===== src/design/assert_macros.svh =====
// Assertion helpers shared by the RTL files.
// ASSERT_PROP: the property must hold at every rising clock edge outside reset.
// ASSERT_NEVER: the expression must never be true outside reset.
`ifndef ASSERT_MACROS_SVH
`define ASSERT_MACROS_SVH

`ifndef SYNTH
`define ASSERT_PROP(lbl, clk, rst, prop) \
   lbl: assert property (@(posedge clk) disable iff (rst) (prop)) \
      else $error("assertion %m failed");
`define ASSERT_NEVER(lbl, clk, rst, expr) \
   lbl: assert property (@(posedge clk) disable iff (rst) !(expr)) \
      else $error("assertion %m failed");
`else
`define ASSERT_PROP(lbl, clk, rst, prop)
`define ASSERT_NEVER(lbl, clk, rst, expr)
`endif

`endif


===== src/design/itpc_pkg.sv =====
package itpc_pkg;

   localparam logic [7:0] CH_PLUS  = 8'h2B;
   localparam logic [7:0] CH_MINUS = 8'h2D;
   localparam logic [7:0] CH_STAR  = 8'h2A;
   localparam logic [7:0] CH_SLASH = 8'h2F;
   localparam logic [7:0] CH_CARET = 8'h5E;
   localparam logic [7:0] CH_OPEN  = 8'h28;
   localparam logic [7:0] CH_CLOSE = 8'h29;

   localparam logic [1:0] ERR_NONE      = 2'd0;
   localparam logic [1:0] ERR_OVERFLOW  = 2'd1;
   localparam logic [1:0] ERR_UNMATCHED = 2'd2;

   // Stack commands from the sequencer; at most one of push/pop per cycle.
   typedef struct packed {
      logic push;
      logic pop;
      logic read;
   } stk_cmd_type;

   function automatic logic is_operand(input logic [7:0] c);
      is_operand = (c >= 8'h30 && c <= 8'h39) || (c >= 8'h41 && c <= 8'h5A) ||
                   (c >= 8'h61 && c <= 8'h7A);
   endfunction

   function automatic logic [1:0] prec_of(input logic [7:0] c);
      unique case (c)
         CH_PLUS, CH_MINUS: prec_of = 2'd1;
         CH_STAR, CH_SLASH: prec_of = 2'd2;
         CH_CARET:          prec_of = 2'd3;
         default:           prec_of = 2'd0;
      endcase
   endfunction

endpackage


===== src/design/itpc_stack.sv =====
`include "assert_macros.svh"

module itpc_stack #(
   parameter int STACK_DEPTH = 16
) (
   input  logic                               clock,
   input  logic                               reset,
   input  itpc_pkg::stk_cmd_type              cmd,
   input  logic [7:0]                         push_data,
   output logic [$clog2(STACK_DEPTH+1)-1:0]   count,
   output logic [7:0]                         top_data
);
   import itpc_pkg::*;

   localparam int CW = $clog2(STACK_DEPTH + 1);
   localparam int AW = $clog2(STACK_DEPTH);

   logic [7:0]    mem [STACK_DEPTH];
   logic [CW-1:0] count_ff;
   logic [CW-1:0] count_in;
   logic [CW-1:0] below_top;
   logic [7:0]    top_ff;

   assign below_top = count_ff - CW'(1);
   assign count     = count_ff;
   assign top_data  = top_ff;

   always_comb begin
      count_in = count_ff;
      if (cmd.push) begin
         count_in = count_ff + CW'(1);
      end else if (cmd.pop) begin
         count_in = below_top;
      end
   end

   always_ff @(posedge clock) begin
      if (reset) begin
         count_ff <= '0;
      end else begin
         count_ff <= count_in;
      end
   end

   // Write at the free slot, read the top entry into a register in the cycle after the request.
   always_ff @(posedge clock) begin
      if (cmd.push) begin
         mem[count_ff[AW-1:0]] <= push_data;
      end
      if (cmd.read) begin
         top_ff <= mem[below_top[AW-1:0]];
      end
   end

   `ASSERT_NEVER(a_push_full, clock, reset, cmd.push && (count_ff >= CW'(STACK_DEPTH)))
   `ASSERT_NEVER(a_pop_empty, clock, reset, (cmd.pop || cmd.read) && (count_ff == '0))
   `ASSERT_NEVER(a_push_pop, clock, reset, cmd.push && cmd.pop)

endmodule


===== src/design/infix_to_postfix_converter_unit.sv =====
// Channel  Ports                 Payload (low bit up)
// -------  --------------------  ----------------------------------------------
// req      req_tvalid/tready     tdata: in_char[7:0]; tuser: action
// rsp      rsp_tvalid/tready     tdata: out_char[7:0]; tuser: end_mark,
//                                error_code[1:0]; tlast: last_of_run
//
// Steps: an operand byte passes the idle, tail and finish states; each stack pop,
//   and the compare that stops the popping, passes read then evaluate (top read
//   through the stack RAM's registered port, then compare); a push adds the push
//   state; the end marker or an error result adds tail; closing adds finish.
// req_tready is high only while the sequencer is idle; one item is in work.
// Reset (synchronous, active high) empties the stack and drops queued results;
//   stack contents are not cleared and need no clearing pass.
// A stall on rsp holds the sequencer at its next result; the final result of an
//   item waits in the output register while the next item is taken.
`include "assert_macros.svh"

module infix_to_postfix_converter_unit #(
   parameter int STACK_DEPTH = 16
) (
   input  logic       clock,
   input  logic       reset,
   input  logic       req_tvalid,
   output logic       req_tready,
   input  logic [7:0] req_tdata,   // [7:0] in_char
   input  logic [0:0] req_tuser,   // [0] action
   output logic       rsp_tvalid,
   input  logic       rsp_tready,
   output logic [7:0] rsp_tdata,   // [7:0] out_char
   output logic [2:0] rsp_tuser,   // [0] end_mark, [2:1] error_code
   output logic       rsp_tlast
);
   import itpc_pkg::*;

   localparam int CW = $clog2(STACK_DEPTH + 1);

   // sequencer states
   localparam logic [2:0] S_IDLE = 3'd0;
   localparam logic [2:0] S_READ = 3'd1;
   localparam logic [2:0] S_EVAL = 3'd2;
   localparam logic [2:0] S_PUSH = 3'd3;
   localparam logic [2:0] S_TAIL = 3'd4;
   localparam logic [2:0] S_FIN  = 3'd5;

   // what the current item does with popped entries
   localparam logic [1:0] K_END   = 2'd0;
   localparam logic [1:0] K_CLOSE = 2'd1;
   localparam logic [1:0] K_OPER  = 2'd2;

   logic [2:0]    state_ff, state_in;
   logic [1:0]    kind_ff, kind_in;
   logic [7:0]    char_ff, char_in;
   logic [1:0]    prec_ff, prec_in;
   logic [7:0]    tail_char_ff, tail_char_in;
   logic          tail_end_ff, tail_end_in;
   logic [1:0]    tail_err_ff, tail_err_in;

   // pending result: held back one step so its last flag is known
   logic          pend_valid_ff;
   logic [7:0]    pend_char_ff;
   logic          pend_end_ff;
   logic [1:0]    pend_err_ff;

   logic          out_valid_ff;
   logic [7:0]    out_char_ff;
   logic          out_end_ff;
   logic [1:0]    out_err_ff;
   logic          out_last_ff;

   logic          req_fire;
   logic          out_free;
   logic          can_emit;
   logic          emit;
   logic [7:0]    emit_char;
   logic          emit_end;
   logic [1:0]    emit_err;
   logic          fin_move;
   logic          out_load;
   logic          out_last_in;
   stk_cmd_type   cmd;
   logic [CW-1:0] count;
   logic [7:0]    top_data;
   logic          last_entry;

   itpc_stack #(
      .STACK_DEPTH(STACK_DEPTH)
   ) u_stack (
      .clock     (clock),
      .reset     (reset),
      .cmd       (cmd),
      .push_data (char_ff),
      .count     (count),
      .top_data  (top_data)
   );

   assign req_tready = (state_ff == S_IDLE);
   assign req_fire   = req_tvalid && req_tready;
   assign out_free   = !out_valid_ff || rsp_tready;
   // a new result may enter the pending slot once that slot can move out
   assign can_emit   = !pend_valid_ff || out_free;
   assign last_entry = (count == CW'(1));

   always_comb begin
      state_in     = state_ff;
      kind_in      = kind_ff;
      char_in      = char_ff;
      prec_in      = prec_ff;
      tail_char_in = tail_char_ff;
      tail_end_in  = tail_end_ff;
      tail_err_in  = tail_err_ff;
      emit         = 1'b0;
      emit_char    = top_data;
      emit_end     = 1'b0;
      emit_err     = ERR_NONE;
      fin_move     = 1'b0;
      cmd          = '0;

      unique case (state_ff)
         S_IDLE: begin
            if (req_fire) begin
               char_in      = req_tdata;
               prec_in      = prec_of(req_tdata);
               tail_char_in = 8'h00;
               tail_end_in  = 1'b0;
               tail_err_in  = ERR_OVERFLOW;
               kind_in      = K_OPER;
               if (req_tuser[0]) begin
                  // end of expression: flush, then end marker
                  kind_in     = K_END;
                  tail_end_in = 1'b1;
                  tail_err_in = ERR_NONE;
                  state_in    = (count != '0) ? S_READ : S_TAIL;
               end else if (is_operand(req_tdata)) begin
                  tail_char_in = req_tdata;
                  tail_err_in  = ERR_NONE;
                  state_in     = S_TAIL;
               end else if (req_tdata == CH_OPEN) begin
                  state_in = S_PUSH;
               end else if (req_tdata == CH_CLOSE) begin
                  kind_in     = K_CLOSE;
                  tail_err_in = ERR_UNMATCHED;
                  state_in    = (count != '0) ? S_READ : S_TAIL;
               end else begin
                  state_in = (count != '0) ? S_READ : S_PUSH;
               end
            end
         end
         S_READ: begin
            cmd.read = 1'b1;
            state_in = S_EVAL;
         end
         S_EVAL: begin
            unique case (kind_ff)
               K_END: begin
                  if (can_emit) begin
                     emit     = 1'b1;
                     cmd.pop  = 1'b1;
                     state_in = last_entry ? S_TAIL : S_READ;
                  end
               end
               K_CLOSE: begin
                  if (top_data == CH_OPEN) begin
                     // matching open paren: drop it silently
                     cmd.pop  = 1'b1;
                     state_in = S_FIN;
                  end else if (can_emit) begin
                     emit     = 1'b1;
                     cmd.pop  = 1'b1;
                     state_in = last_entry ? S_TAIL : S_READ;
                  end
               end
               default: begin
                  if (prec_of(top_data) >= prec_ff) begin
                     if (can_emit) begin
                        emit     = 1'b1;
                        cmd.pop  = 1'b1;
                        state_in = last_entry ? S_PUSH : S_READ;
                     end
                  end else begin
                     state_in = S_PUSH;
                  end
               end
            endcase
         end
         S_PUSH: begin
            if (count < CW'(STACK_DEPTH)) begin
               cmd.push = 1'b1;
               state_in = S_FIN;
            end else begin
               // full stack: drop the byte and report overflow
               state_in = S_TAIL;
            end
         end
         S_TAIL: begin
            emit_char = tail_char_ff;
            emit_end  = tail_end_ff;
            emit_err  = tail_err_ff;
            if (can_emit) begin
               emit     = 1'b1;
               state_in = S_FIN;
            end
         end
         S_FIN: begin
            // release the held result with its last flag, if any
            if (!pend_valid_ff) begin
               state_in = S_IDLE;
            end else if (out_free) begin
               fin_move = 1'b1;
               state_in = S_IDLE;
            end
         end
         default: begin
            state_in = S_IDLE;
         end
      endcase
   end

   assign out_load    = (emit && pend_valid_ff) || fin_move;
   assign out_last_in = fin_move;

   always_ff @(posedge clock) begin
      if (reset) begin
         state_ff      <= S_IDLE;
         pend_valid_ff <= 1'b0;
         out_valid_ff  <= 1'b0;
      end else begin
         state_ff <= state_in;
         if (emit) begin
            pend_valid_ff <= 1'b1;
         end else if (fin_move) begin
            pend_valid_ff <= 1'b0;
         end
         if (out_load) begin
            out_valid_ff <= 1'b1;
         end else if (rsp_tready) begin
            out_valid_ff <= 1'b0;
         end
      end
   end

   // payload registers: no reset
   always_ff @(posedge clock) begin
      kind_ff      <= kind_in;
      char_ff      <= char_in;
      prec_ff      <= prec_in;
      tail_char_ff <= tail_char_in;
      tail_end_ff  <= tail_end_in;
      tail_err_ff  <= tail_err_in;
      if (emit) begin
         pend_char_ff <= emit_end || (emit_err != ERR_NONE) ? 8'h00 : emit_char;
         pend_end_ff  <= emit_end;
         pend_err_ff  <= emit_err;
      end
      if (out_load) begin
         out_char_ff <= pend_char_ff;
         out_end_ff  <= pend_end_ff;
         out_err_ff  <= pend_err_ff;
         out_last_ff <= out_last_in;
      end
   end

   assign rsp_tvalid = out_valid_ff;
   assign rsp_tdata  = out_char_ff;
   assign rsp_tuser  = {out_err_ff, out_end_ff};
   assign rsp_tlast  = out_last_ff;

   `ASSERT_NEVER(a_idle_pend_empty, clock, reset, req_tready && pend_valid_ff)
   `ASSERT_PROP(a_one_item, clock, reset, req_fire |=> !req_tready)
   `ASSERT_NEVER(a_last_only_fin, clock, reset, out_load && out_last_in && (state_ff != S_FIN))
   `ASSERT_NEVER(a_no_overrun, clock, reset, out_load && out_valid_ff && !rsp_tready)

endmodule

===== config.mk =====
export PLATFORM = sky130hd
export DESIGN_NAME = infix_to_postfix_converter_unit
export DESIGN_NICKNAME = d
export VERILOG_FILES = /design/src/design/itpc_pkg.sv /design/src/design/itpc_stack.sv /design/src/design/infix_to_postfix_converter_unit.sv
export VERILOG_INCLUDE_DIRS = /design/src /design/src/design
export SDC_FILE = /design/constraint.sdc
export NUM_CORES = 1
export LEC_CHECK = 0
export BUFFER_PORTS_ARGS = -buffer_cell sky130_fd_sc_hd__clkbuf_2
export CORE_MARGIN = 2
export CORE_UTILIZATION = 61
export CTS_CLUSTER_SIZE = 25
export DETAILED_ROUTE_END_ITERATION = 8
export GPL_ROUTABILITY_DRIVEN = 0
export HOLD_SLACK_MARGIN = 0.05
export PLACE_DENSITY_LB_ADDON = 0.25
export SLEW_MARGIN = 30
export SYNTH_ARGS = -nofsm -noshare
export SYNTH_HDL_FRONTEND = slang
export SYNTH_HIERARCHICAL = 1
export SYNTH_SLANG_ARGS = --single-unit

===== constraint.sdc =====
create_clock -name clock -period 3.27 [get_ports clock]
set_input_delay 0.4905 -clock clock [delete_from_list [all_inputs] [get_ports clock]]
set_output_delay 0.4905 -clock clock [all_outputs]
set_load 0.01 [all_outputs]

==> flow_summary.json, run 1 <==
{
  "wl_per_cell_um": 21.6,
  "critPathSlowestCell": "nor4b_2",
  "fin_setup_tns_ps": 0,
  "status": "finished, final reports clean",
  "synth_top_cells_by_area": "edfxtp_1 69%, mux4_2 8.0%, dfxtp_1 2.5%",
  "dieArea_mm2": 0.0139,
  "arrival_ps": 3100,
  "crit_path_cell_trace": "nor4b_2, nand3_1, o21ai_0, nand2_1, ha_1, nand2b_1, a21oi_1, o22ai_1, and2_1, a31oi_1, xor2_1, nor2_1",
  "crit_family": "simple AND/OR/NAND/NOR gates",
  "cts_inserted_buffers": 17,
  "crit_buf_inv": 0,
  "report.final.slew_viol_count": 0,
  "path_max_fanout": 5,
  "cp.required_ps": 3580,
  "power.density_mw_per_mm2": 919,
  "io_buffer_count": 26,
  "io-pin-count": 27,
  "cts_setup_buffers": 0,
  "htreeDepth": 4,
  "leakagePower_nw": 2.90,
  "dr.pass1.iters": 5,
  "routed_wl_mm": 14.9,
  "grtUsageTotal_pct": 22.9,
  "async_reset_ff_share_pct": 0,
  "route.detailed.drc": 0,
  "netlist_area_mm2": 0.00793,
  "via_count": 4284,
  "gr-total-overflow": 0,
  "fmax_ghz": 0.359,
  "die_h_um": 118,
  "grt_pass1_wl_mm": 23.7,
  "root_buffer": "clkbuf_16",
  "avgSynthCellArea_um2": 16.9,
  "yosysUniqueCellTypes": 59,
  "fin_crit_sh_pct": 85.1,
  "grt_max_degree": 40,
  "synth.ff_latch_count": 191,
  "slew_headroom_pct": 39.6,
  "drt_iter0_drc": 481,
  "postCtsHoldBufs": 0,
  "ant_nets": 0,
  "hpwl_mm": 9.35,
  "grt_pass1_vias": 4221,
  "seq_area_frac_synth_pct": 71.1,
  "start_kind": "flop",
  "grt_setup_unrepaired": "no",
  "ctsResizeCount": 0,
  "finalHoldViolCount": 0,
  "clk_pin_slew_ps": 70,
  "synth_ff_type": "edfxtp_1",
  "cts.sinks": 191,
  "irDropWorstVdd_mv": 0.682,
  "start_util_pct": 62.6,
  "fin_nets": 523,
  "synth_warnings": 6,
  "cts_tree": "yes",
  "path_class": "flop to flop",
  "skew_ps": 7.06,
  "insertedDiodeCount": 0,
  "syn_to_final_growth_pct": 12.3,
  "synth_top_area_cell": "edfxtp_1",
  "fin_crit_ps": 2780,
  "max_stage_delay_ps": 480,
  "avgViaCountPerCell": 6.22,
  "tightestPinTransition_ps": 899,
  "cts_buffer_depth": 2,
  "maxCapViolCount": 0,
  "die_w_um": 118,
  "antenna_found_initial": 0,
  "row_count": 41,
  "synth_edf_count": 181,
  "rrSetupSlack_ps": 490,
  "hp-class": "input port to flop",
  "synthDominantCellAreaShare_pct": 68.5,
  "syn_inst": 470,
  "finish.utilization_pct": 70.3,
  "syn-num-nets": 489,
  "endpoint_kind": "flop",
  "placeableCoreArea_mm2": 0.0127,
  "setup_viol": 0,
  "drive_gt1_share_pct": 21.9,
  "clk_latency_ps": 430
}
path summary, 6_finish.rpt:
check,to,depth (start not counted),startpoint
worst max-delay path,u_stack/count[3]$_SDFFE_PP0P_,12,u_stack/top_data[4]$_DFFE_PP_
worst min register to register,rsp_tdata[0]$_DFFE_PP_,0,pend_char_ff[0]$_SDFFCE_PP0P_
worst min-delay path,char_ff[5]$_DFFE_PP_,1,req_tdata[5]
worst max register to register,u_stack/count[3]$_SDFFE_PP0P_,12,u_stack/top_data[4]$_DFFE_PP_
per-layer routing:
| metal | global-route usage [%] | up-vias | part of all wire [%] |
|---|---|---|---|
| met5 | 0 | - | 0 |
| met4 | 10.5 | 0 | 2.8 |
| met3 | 4.89 | 33 | 4.9 |
| met2 | 36.6 | 168 | 51 |
| met1 | 30.5 | 2159 | 42 |
| li1 | - | 1924 | - |
synthesized netlist by cell type (all sizes together) (2+ instances only):
| master | count |
|---|---|
| o21ai | 4 |
| mux2i | 10 |
| o22ai | 2 |
| mux4 | 32 |
| nor2 | 33 |
| a311o | 2 |
| nor2b | 9 |
| o21a | 2 |
| nor4 | 3 |
| edfxtp | 181 |
| nand2 | 30 |
| a31oi | 7 |
| buf | 15 |
| nand3 | 6 |
| a211o | 2 |
| ha | 6 |
| nand2b | 7 |
| and2 | 9 |
| nor4b | 4 |
| nor3 | 10 |
| xnor2 | 4 |
| a21oi | 26 |
| inv | 9 |
| a211oi | 12 |
| xor2 | 4 |
| clkbuf | 7 |
| and3 | 4 |
| dfxtp | 10 |
| nand3b | 2 |
stage by stage:
step	total power [mW]	area (um2)	hold slack, ps	setup WS [ps]	std cells
after floorplan	5.19	7930	400	419	470
after global placement	5.79	8220	402	654	657
after detailed placement	5.85	8220	405	562	657
after CTS	8.24	8910	279	518	689
after global routing	8.57	8910	295	208	689
final	8.19	8910	307	487	689
registers in the layout, summed over array words and instances, names as in the netlist:
name / count
out_end_ff: 1
state_ff: 3
tail_end_ff: 1
tail_err_ff: 1
rsp_tlast: 1
char_ff: 8
pend_err_ff: 2
kind_ff: 2
u_stack/mem: 128
tail_char_ff: 8
pend_valid_ff: 1
u_stack/top_data: 8
u_stack/count: 5
rsp_tdata: 8
out_err_ff: 2
prec_ff: 2
pend_end_ff: 1
pend_char_ff: 8
rsp_tvalid: 1
logic make-up (layout without fill, tap and decap cells):
group / Yosys count / count (layout) / synth area share (%)
muxes: 42 / 42 / 10.5
DFF: 191 / 191 / 71.1
AOI/OAI and AO/OA: 65 / 65 / 5.68
adders and majority gates: 6 / 6 / 0.946
buffers and inverters: 31 / 78 / 2.37
and+or+nand+nor: 126 / 126 / 8.39
other: 1 / 1 / 0.0473
xor gates and xnor gates: 8 / 8 / 0.978
area by class of cell:
type / instances / area [um2]
clock inverters: 14 / 262
well taps: 172 / 215
clock buffers: 18 / 429
repair buffers: 37 / 225
flip-flops and latches: 191 / 5640
fillers: 808 / 3760
multi-input cells: 248 / 2110
inverters: 9 / 33.8
power breakdown:
group | switching [mW] | internal (mW) | leakage (nW)
Sequential | 0.293 | 3.21 | 1.73
Clock | 0.857 | 1.51 | 0.319
Combinational | 1.36 | 0.964 | 0.846
cells in the final DEF, fill, tap and decap left out, types with 2 or more instances in the layout:
| master | Yosys | routed |
|---|---|---|
| a211o_1 | 2 | 2 |
| a211oi_1 | 8 | 8 |
| a211oi_2 | 4 | 4 |
| a21oi_1 | 26 | 26 |
| a311o_1 | 2 | 2 |
| a31oi_1 | 7 | 7 |
| and2_1 | 3 | 3 |
| and2_2 | 6 | 6 |
| and3_1 | 4 | 4 |
| buf_4 | 6 | 10 |
| bufinv_16 | 0 | 7 |
| clkbuf_16 | 0 | 17 |
| clkbuf_2 | 0 | 26 |
| clkinvlp_4 | 0 | 5 |
| dfxtp_1 | 10 | 9 |
| edfxtp_1 | 181 | 181 |
| ha_1 | 6 | 6 |
| inv_1 | 8 | 8 |
| mux2i_1 | 10 | 10 |
| mux4_1 | 4 | 4 |
| mux4_2 | 28 | 28 |
| nand2_1 | 30 | 30 |
| nand2b_1 | 7 | 7 |
| nand3_1 | 6 | 6 |
| nand3b_1 | 2 | 2 |
| nor2_1 | 33 | 33 |
| nor2b_1 | 9 | 9 |
| nor3_1 | 9 | 9 |
| nor4_1 | 3 | 3 |
| nor4b_1 | 2 | 2 |
| nor4b_2 | 2 | 2 |
| o21a_1 | 2 | 2 |
| o21ai_0 | 3 | 3 |
| o22ai_1 | 2 | 2 |
| xnor2_1 | 4 | 4 |
| xor2_1 | 3 | 3 |
worst register-to-register path: cells and delay by family (launching register included):
kind	cells	cell delay (ps)
simple gates	6	1080
compound gates	4	730
flops	1	430
fa+ha+maj	1	260
xor+xnor	1	160
(Power assumes the default switching activity.)
==> run 2, diff against run 1 <==
- CORE_UTILIZATION: 61 -> 64
- CTS_BUF_LIST: not set -> sky130_fd_sc_hd__clkbuf_4 sky130_fd_sc_hd__clkbuf_8
==> run 2 against run 1 <==
  * Design area shrank 3.4%
  * Critical path depth is 1 higher
  * Wire length shrank 4.4%
  * Combinational power shrank 2%
  * Non-clock buffer count increased by 4
  * Utilization increased by 1.1 points
  * Clock skew is 8.0 ps higher
  * Clock power shrank 38%
  * Sequential share of layout area up 2.2 points
  * Global-route usage grew 0.72 points
  * Register-to-register slack improved by 70 ps
  * Largest power group unchanged
==> flow_summary.json, run 2 (same netlist as run 1, synthesis figures left out) <==
{
  "antenna_found_initial": 1,
  "final_cell_mix": "181 x edfxtp_1, 33 x nor2_1, 30 x nand2_1, 28 x mux4_2",
  "ant_nets": 0,
  "worst_slack_ps": 555,
  "tightestPinTransition_ps": 869,
  "row_count": 40,
  "wl_met2_mm": 7.25,
  "start_kind": "flop",
  "fin_nets": 527,
  "irDropWorstVdd_mv": 0.498,
  "avgViaCountPerCell": 6.16,
  "fin_crit_sh_pct": 83.0,
  "route.detailed.drc": 0,
  "arrival_ps": 3070,
  "cts_setup_buffers": 0,
  "path_max_fanout": 5,
  "slew_headroom_pct": 41.6,
  "largest_reg_flops": 128,
  "report.final.slew_viol_count": 0,
  "regArea_mm2": 0.00564,
  "postCtsHoldBufs": 0,
  "path_class": "flop to flop",
  "grt_max_degree": 40,
  "skew_ps": 15.1,
  "cts_inserted_buffers": 17,
  "grt_pass1_wl_mm": 22.4,
  "die_h_um": 115,
  "grt_pass1_vias": 4170,
  "place_ws_ps": 585,
  "dieArea_mm2": 0.0133,
  "syn_to_final_growth_pct": 8.53,
  "ctsResizeCount": 0,
  "io-pin-count": 27,
  "endpoint_kind": "flop",
  "n_fill_cell": 732,
  "finalHoldViolCount": 0,
  "cts_tree": "yes",
  "drive_gt1_share_pct": 22.5,
  "placeableCoreArea_mm2": 0.0121,
  "top_layer_used": "met4",
  "hpwl_mm": 9.32,
  "clk_pin_slew_ps": 90,
  "placed_area_mm2": 0.00823,
  "grt_setup_unrepaired": "no",
  "fin_setup_tns_ps": 0,
  "root_buffer": "clkbuf_8",
  "cts.sinks": 191,
  "dr.pass1.iters": 5,
  "hp-class": "input port to flop",
  "layout_commonest_cell": "edfxtp_1",
  "insertedDiodeCount": 0,
  "via_count": 4242,
  "routed_wl_mm": 14.2,
  "htreeDepth": 4,
  "route.met3.wl_um": 787,
  "fmax_ghz": 0.368,
  "cp.required_ps": 3630,
  "total_power_mw": 7.25,
  "die_w_um": 115,
  "stdcell_area_mm2": 0.00861,
  "drt_iter0_drc": 438,
  "setup_viol": 0,
  "maxCapViolCount": 0,
  "leakagePower_nw": 2.79,
  "gr-total-overflow": 0,
  "wl_met1_mm": 5.85,
  "power.density_mw_per_mm2": 842,
  "multiInputGateArea_mm2": 0.00211,
  "cts_buffer_depth": 2,
  "wl_per_cell_um": 20.6,
  "grtUsageTotal_pct": 23.6,
  "status": "finished, final reports clean",
  "fin_crit_ps": 2720,
  "start_util_pct": 65.8,
  "clk_latency_ps": 470,
  "io_buffer_count": 26
}
run 2: cell count changes in the layout (fill, tap and decap cells not counted), sizes merged:
cell      previous run  this run
buf                 11        15
bufinv               7         2
clkbuf              44        46
clkinv               1         7
clkinvlp             5         3
inv                 10         9
run 2: power breakdown:
part	total (mW)	internal [mW]	switching [mW]
Sequential	3.51	3.21	0.300
Clock	1.46	0.694	0.770
Combinational	2.28	0.956	1.32
Total	7.25	4.86	2.39
run 2: final cells by class:
cell class | instances | share of cell area, %
Tap cell | 168 | 2.44
Multi-Input combinational cell | 248 | 24.5
Timing Repair Buffer | 41 | 2.82
Clock inverter | 12 | 1.40
Clock buffer | 20 | 2.98
Sequential cell | 191 | 65.5
Inverter | 9 | 0.392
run 2: through the flow:
step | hold slack (ps) | instances | util (%)
3_5_place_dp | 405 | 657 | 68.2
6_report | 267 | 689 | 71.4
4_1_cts | 244 | 689 | 71.4
3_3_place_gp | 401 | 657 | 68.2
5_1_grt | 234 | 689 | 71.4
2_1_floorplan | 400 | 470 | -
run 2: worst max-delay path: stages, from the launching register on:
cell,delay [ps]
edfxtp_1,440
nor4bb_1,380
nand3_1,110
o21ai_0,150
nand2_1,70
ha_1,270
nand2b_1,130
a21oi_1,270
o22ai_1,140
and2_1,220
nand3b_1,130
nand2_1,80
xnor2_1,160
nor2_1,60
run 2: layer usage:
| metal | GRT usage, % | up-vias |
|---|---|---|
| li1 | - | 1921 |
| met1 | 31.2 | 2143 |
| met2 | 37.6 | 150 |
| met3 | 6.33 | 28 |
| met4 | 10.0 | 0 |
| met5 | 0 | - |
run 2: worst paths after layout:
check	depth (start not counted)	end	slack, ps	start
max	13	u_stack/count[2]$_SDFFE_PP0P_	550	u_stack/top_data[7]$_DFFE_PP_
min	1	char_ff[5]$_DFFE_PP_	270	req_tdata[5]
max reg2reg	13	u_stack/count[2]$_SDFFE_PP0P_	550	u_stack/top_data[7]$_DFFE_PP_
min reg2reg	0	rsp_tdata[3]$_DFFE_PP_	420	pend_char_ff[3]$_SDFFCE_PP0P_
==> run 3, diff against run 2 <==
- ABC_AREA: not set -> 1
- CORE_UTILIZATION: 64 -> 58
- clock period: 3.27 -> 2.3 ns (I/O delays scaled with it)
==> run 3 against run 2 <==
  * Via count increased by 39%
  * Total power increased by 57%
  * Sequential share of layout area decreased by 7.7 points
  * Die area increased by 20%
  * The run now ends with negative setup slack left
==> flow_summary.json, run 3 <==
{
  "status": "complete, but fails checks",
  "violations": "negative setup slack",
  "synth.ff_latch_count": 191,
  "finalHoldViolCount": 0,
  "async_reset_ff_share_pct": 0,
  "synth_most_common_cell": "nand2_1",
  "largest_reg_flops": 128,
  "finish.utilization_pct": 66.8,
  "route.detailed.drc": 0,
  "maxCapViolCount": 0,
  "start_kind": "flop",
  "cts_inserted_buffers": 17,
  "netlist_area_mm2": 0.00867,
  "start_util_pct": 59.5,
  "synth_ff_type": "edfxtp_1",
  "io_buffer_count": 26,
  "ant_nets": 0,
  "synth_edf_count": 181,
  "antenna_found_initial": 0,
  "clk_latency_ps": 470,
  "insertedDiodeCount": 0,
  "layout_commonest_cell": "nand2_1",
  "grt_pass1_vias": 5773,
  "dr.pass1.iters": 5,
  "gr-total-overflow": 0,
  "placeableCoreArea_mm2": 0.0146,
  "leakagePower_nw": 4.20,
  "routed_wl_mm": 18.2,
  "clk_pin_slew_ps": 100,
  "via_count": 5912,
  "crit_path_cell_trace": "inv_1, nor2_2, nand3_1, o31ai_1, a21oi_1, ha_1, nand2_4, nand3_4, a21oi_4, a311oi_4, inv_2, o21ai_1, o21a_1, a21oi_2",
  "report.final.slew_viol_count": 0,
  "syn-num-nets": 887,
  "worst_slack_ps": -125,
  "root_buffer": "clkbuf_8",
  "cp.required_ps": 2660,
  "wl_per_cell_um": 16.2,
  "hp-class": "input port to flop",
  "die_h_um": 126,
  "synth_warnings": 6,
  "skew_ps": 16.1,
  "setup_viol": 28,
  "yosysUniqueCellTypes": 40,
  "place_ws_ps": -36.3,
  "fin_crit_sh_pct": 105,
  "max_stage_delay_ps": 420,
  "path_max_fanout": 3,
  "drt_iter0_drc": 583,
  "endpoint_kind": "flop",
  "hpwl_mm": 11.8,
  "seq_area_frac_synth_pct": 65.0,
  "io-pin-count": 27,
  "cts.sinks": 191,
  "row_count": 44,
  "dp_cells": 1091,
  "avgViaCountPerCell": 5.25,
  "total_power_mw": 11.4,
  "grt_setup_unrepaired": "yes",
  "power.density_mw_per_mm2": 1170,
  "arrival_ps": 2790,
  "grt_pass1_wl_mm": 28.9,
  "cts_tree": "yes",
  "synth_top_cells_by_area": "edfxtp_1 63%, nand2_1 11%, nand3_1 6.3%",
  "syn_inst": 868,
  "syn_to_final_growth_pct": 12.4,
  "fin_nets": 949,
  "path_class": "flop to flop",
  "slew_headroom_pct": 50.9,
  "final_cell_mix": "255 x nand2_1, 181 x edfxtp_1, 139 x inv_1, 108 x nand3_1, 48 x nor2_1",
  "synth_top_area_cell": "edfxtp_1",
  "postCtsHoldBufs": 0,
  "grt_max_degree": 68,
  "dieArea_mm2": 0.0159,
  "fmax_ghz": 0.412,
  "die_w_um": 126,
  "grtUsageTotal_pct": 23.8,
  "fin_crit_ps": 2420,
  "fin_setup_tns_ps": -1090,
  "cts_buffer_depth": 2,
  "irDropWorstVdd_mv": 0.559,
  "avgSynthCellArea_um2": 9.99,
  "fin_cells": 1127,
  "critPathSlowestCell": "edfxtp_1",
  "htreeDepth": 4,
  "synthDominantCellAreaShare_pct": 62.7,
  "synth_commonest_cells": "261 x nand2_1, 181 x edfxtp_1, 141 x inv_1",
  "drive_gt1_share_pct": 17.0,
  "tightestPinTransition_ps": 733
}
-- run 3: area by class of cell --
type                       count  area (um2)
inverter                     153         574
timing repair buffer          72         517
clock inverter                14         119
tap                          184         230
clock buffer                  18         241
multi-input combinational    495        2430
fill                        1062        4840
sequential                   191        5640
-- run 3: power by group --
| group | internal (mW) | switching [mW] |
|---|---|---|
| Sequential | 4.52 | 0.406 |
| Combinational | 1.48 | 2.96 |
| Clock | 0.859 | 1.15 |
| Total | 6.86 | 4.51 |
-- run 3: what timing repair did --
action | 4_1_cts | 5_1_grt
endpoints found under the setup margin | 28 | 31
gates resized for setup | 9 | 25
buffers inserted | 2 | 3
pin swaps | 2 | 11
-- run 3: path summary, 6_finish.rpt --
kind / start / endpoint / slack, ps / cells past startpoint
worst max register to register: u_stack/top_data[3]$_DFFE_PP_ / u_stack/count[3]$_SDFFE_PP0P_ / -120 / 14
worst min register to register: pend_char_ff[1]$_SDFFCE_PP0P_ / rsp_tdata[1]$_DFFE_PP_ / 420 / 0
worst min-delay path: req_tdata[7] / char_ff[7]$_DFFE_PP_ / 80 / 1
worst max-delay path: u_stack/top_data[3]$_DFFE_PP_ / u_stack/count[3]$_SDFFE_PP0P_ / -120 / 14
-- run 3: worst max-delay path, delay by kind of cell (launching register included) --
family	cells	cell delay (ps)
buffers and inverters	2	200
flip-flops	1	420
adder cells (fa/ha/maj)	1	350
AND/OR/NAND/NOR	4	390
AO/OA/AOI/OAI	7	970
-- run 3: cell families after synthesis --
logic type      count (synthesis)  share of synthesized area [%]
flops                         191                           65.0
other cells                     1                         0.0432
xor+xnor                        2                          0.375
fa+ha+maj                       6                          0.866
simple gates                  451                           22.7
buf+inv                       182                           8.66
compound gates                 35                           2.38
-- run 3: metrics by stage --
| step | instance area (um2) | hold WS, ps |
|---|---|---|
| 2_1_floorplan | 8680 | 400 |
| 3_3_place_gp | 9220 | 402 |
| 3_5_place_dp | 9220 | 405 |
| 4_1_cts | 9630 | 54.9 |
| 5_1_grt | 9750 | 57.6 |
| 6_report | 9750 | 77.2 |
-- run 3: layer usage --
metal	wire (um)	GRT usage, %	share of wire [%]
met3	936	4.50	5.1
met5	0	0	0
met1	7860	32.0	43
met2	9020	38.8	50
met4	385	9.44	2.1
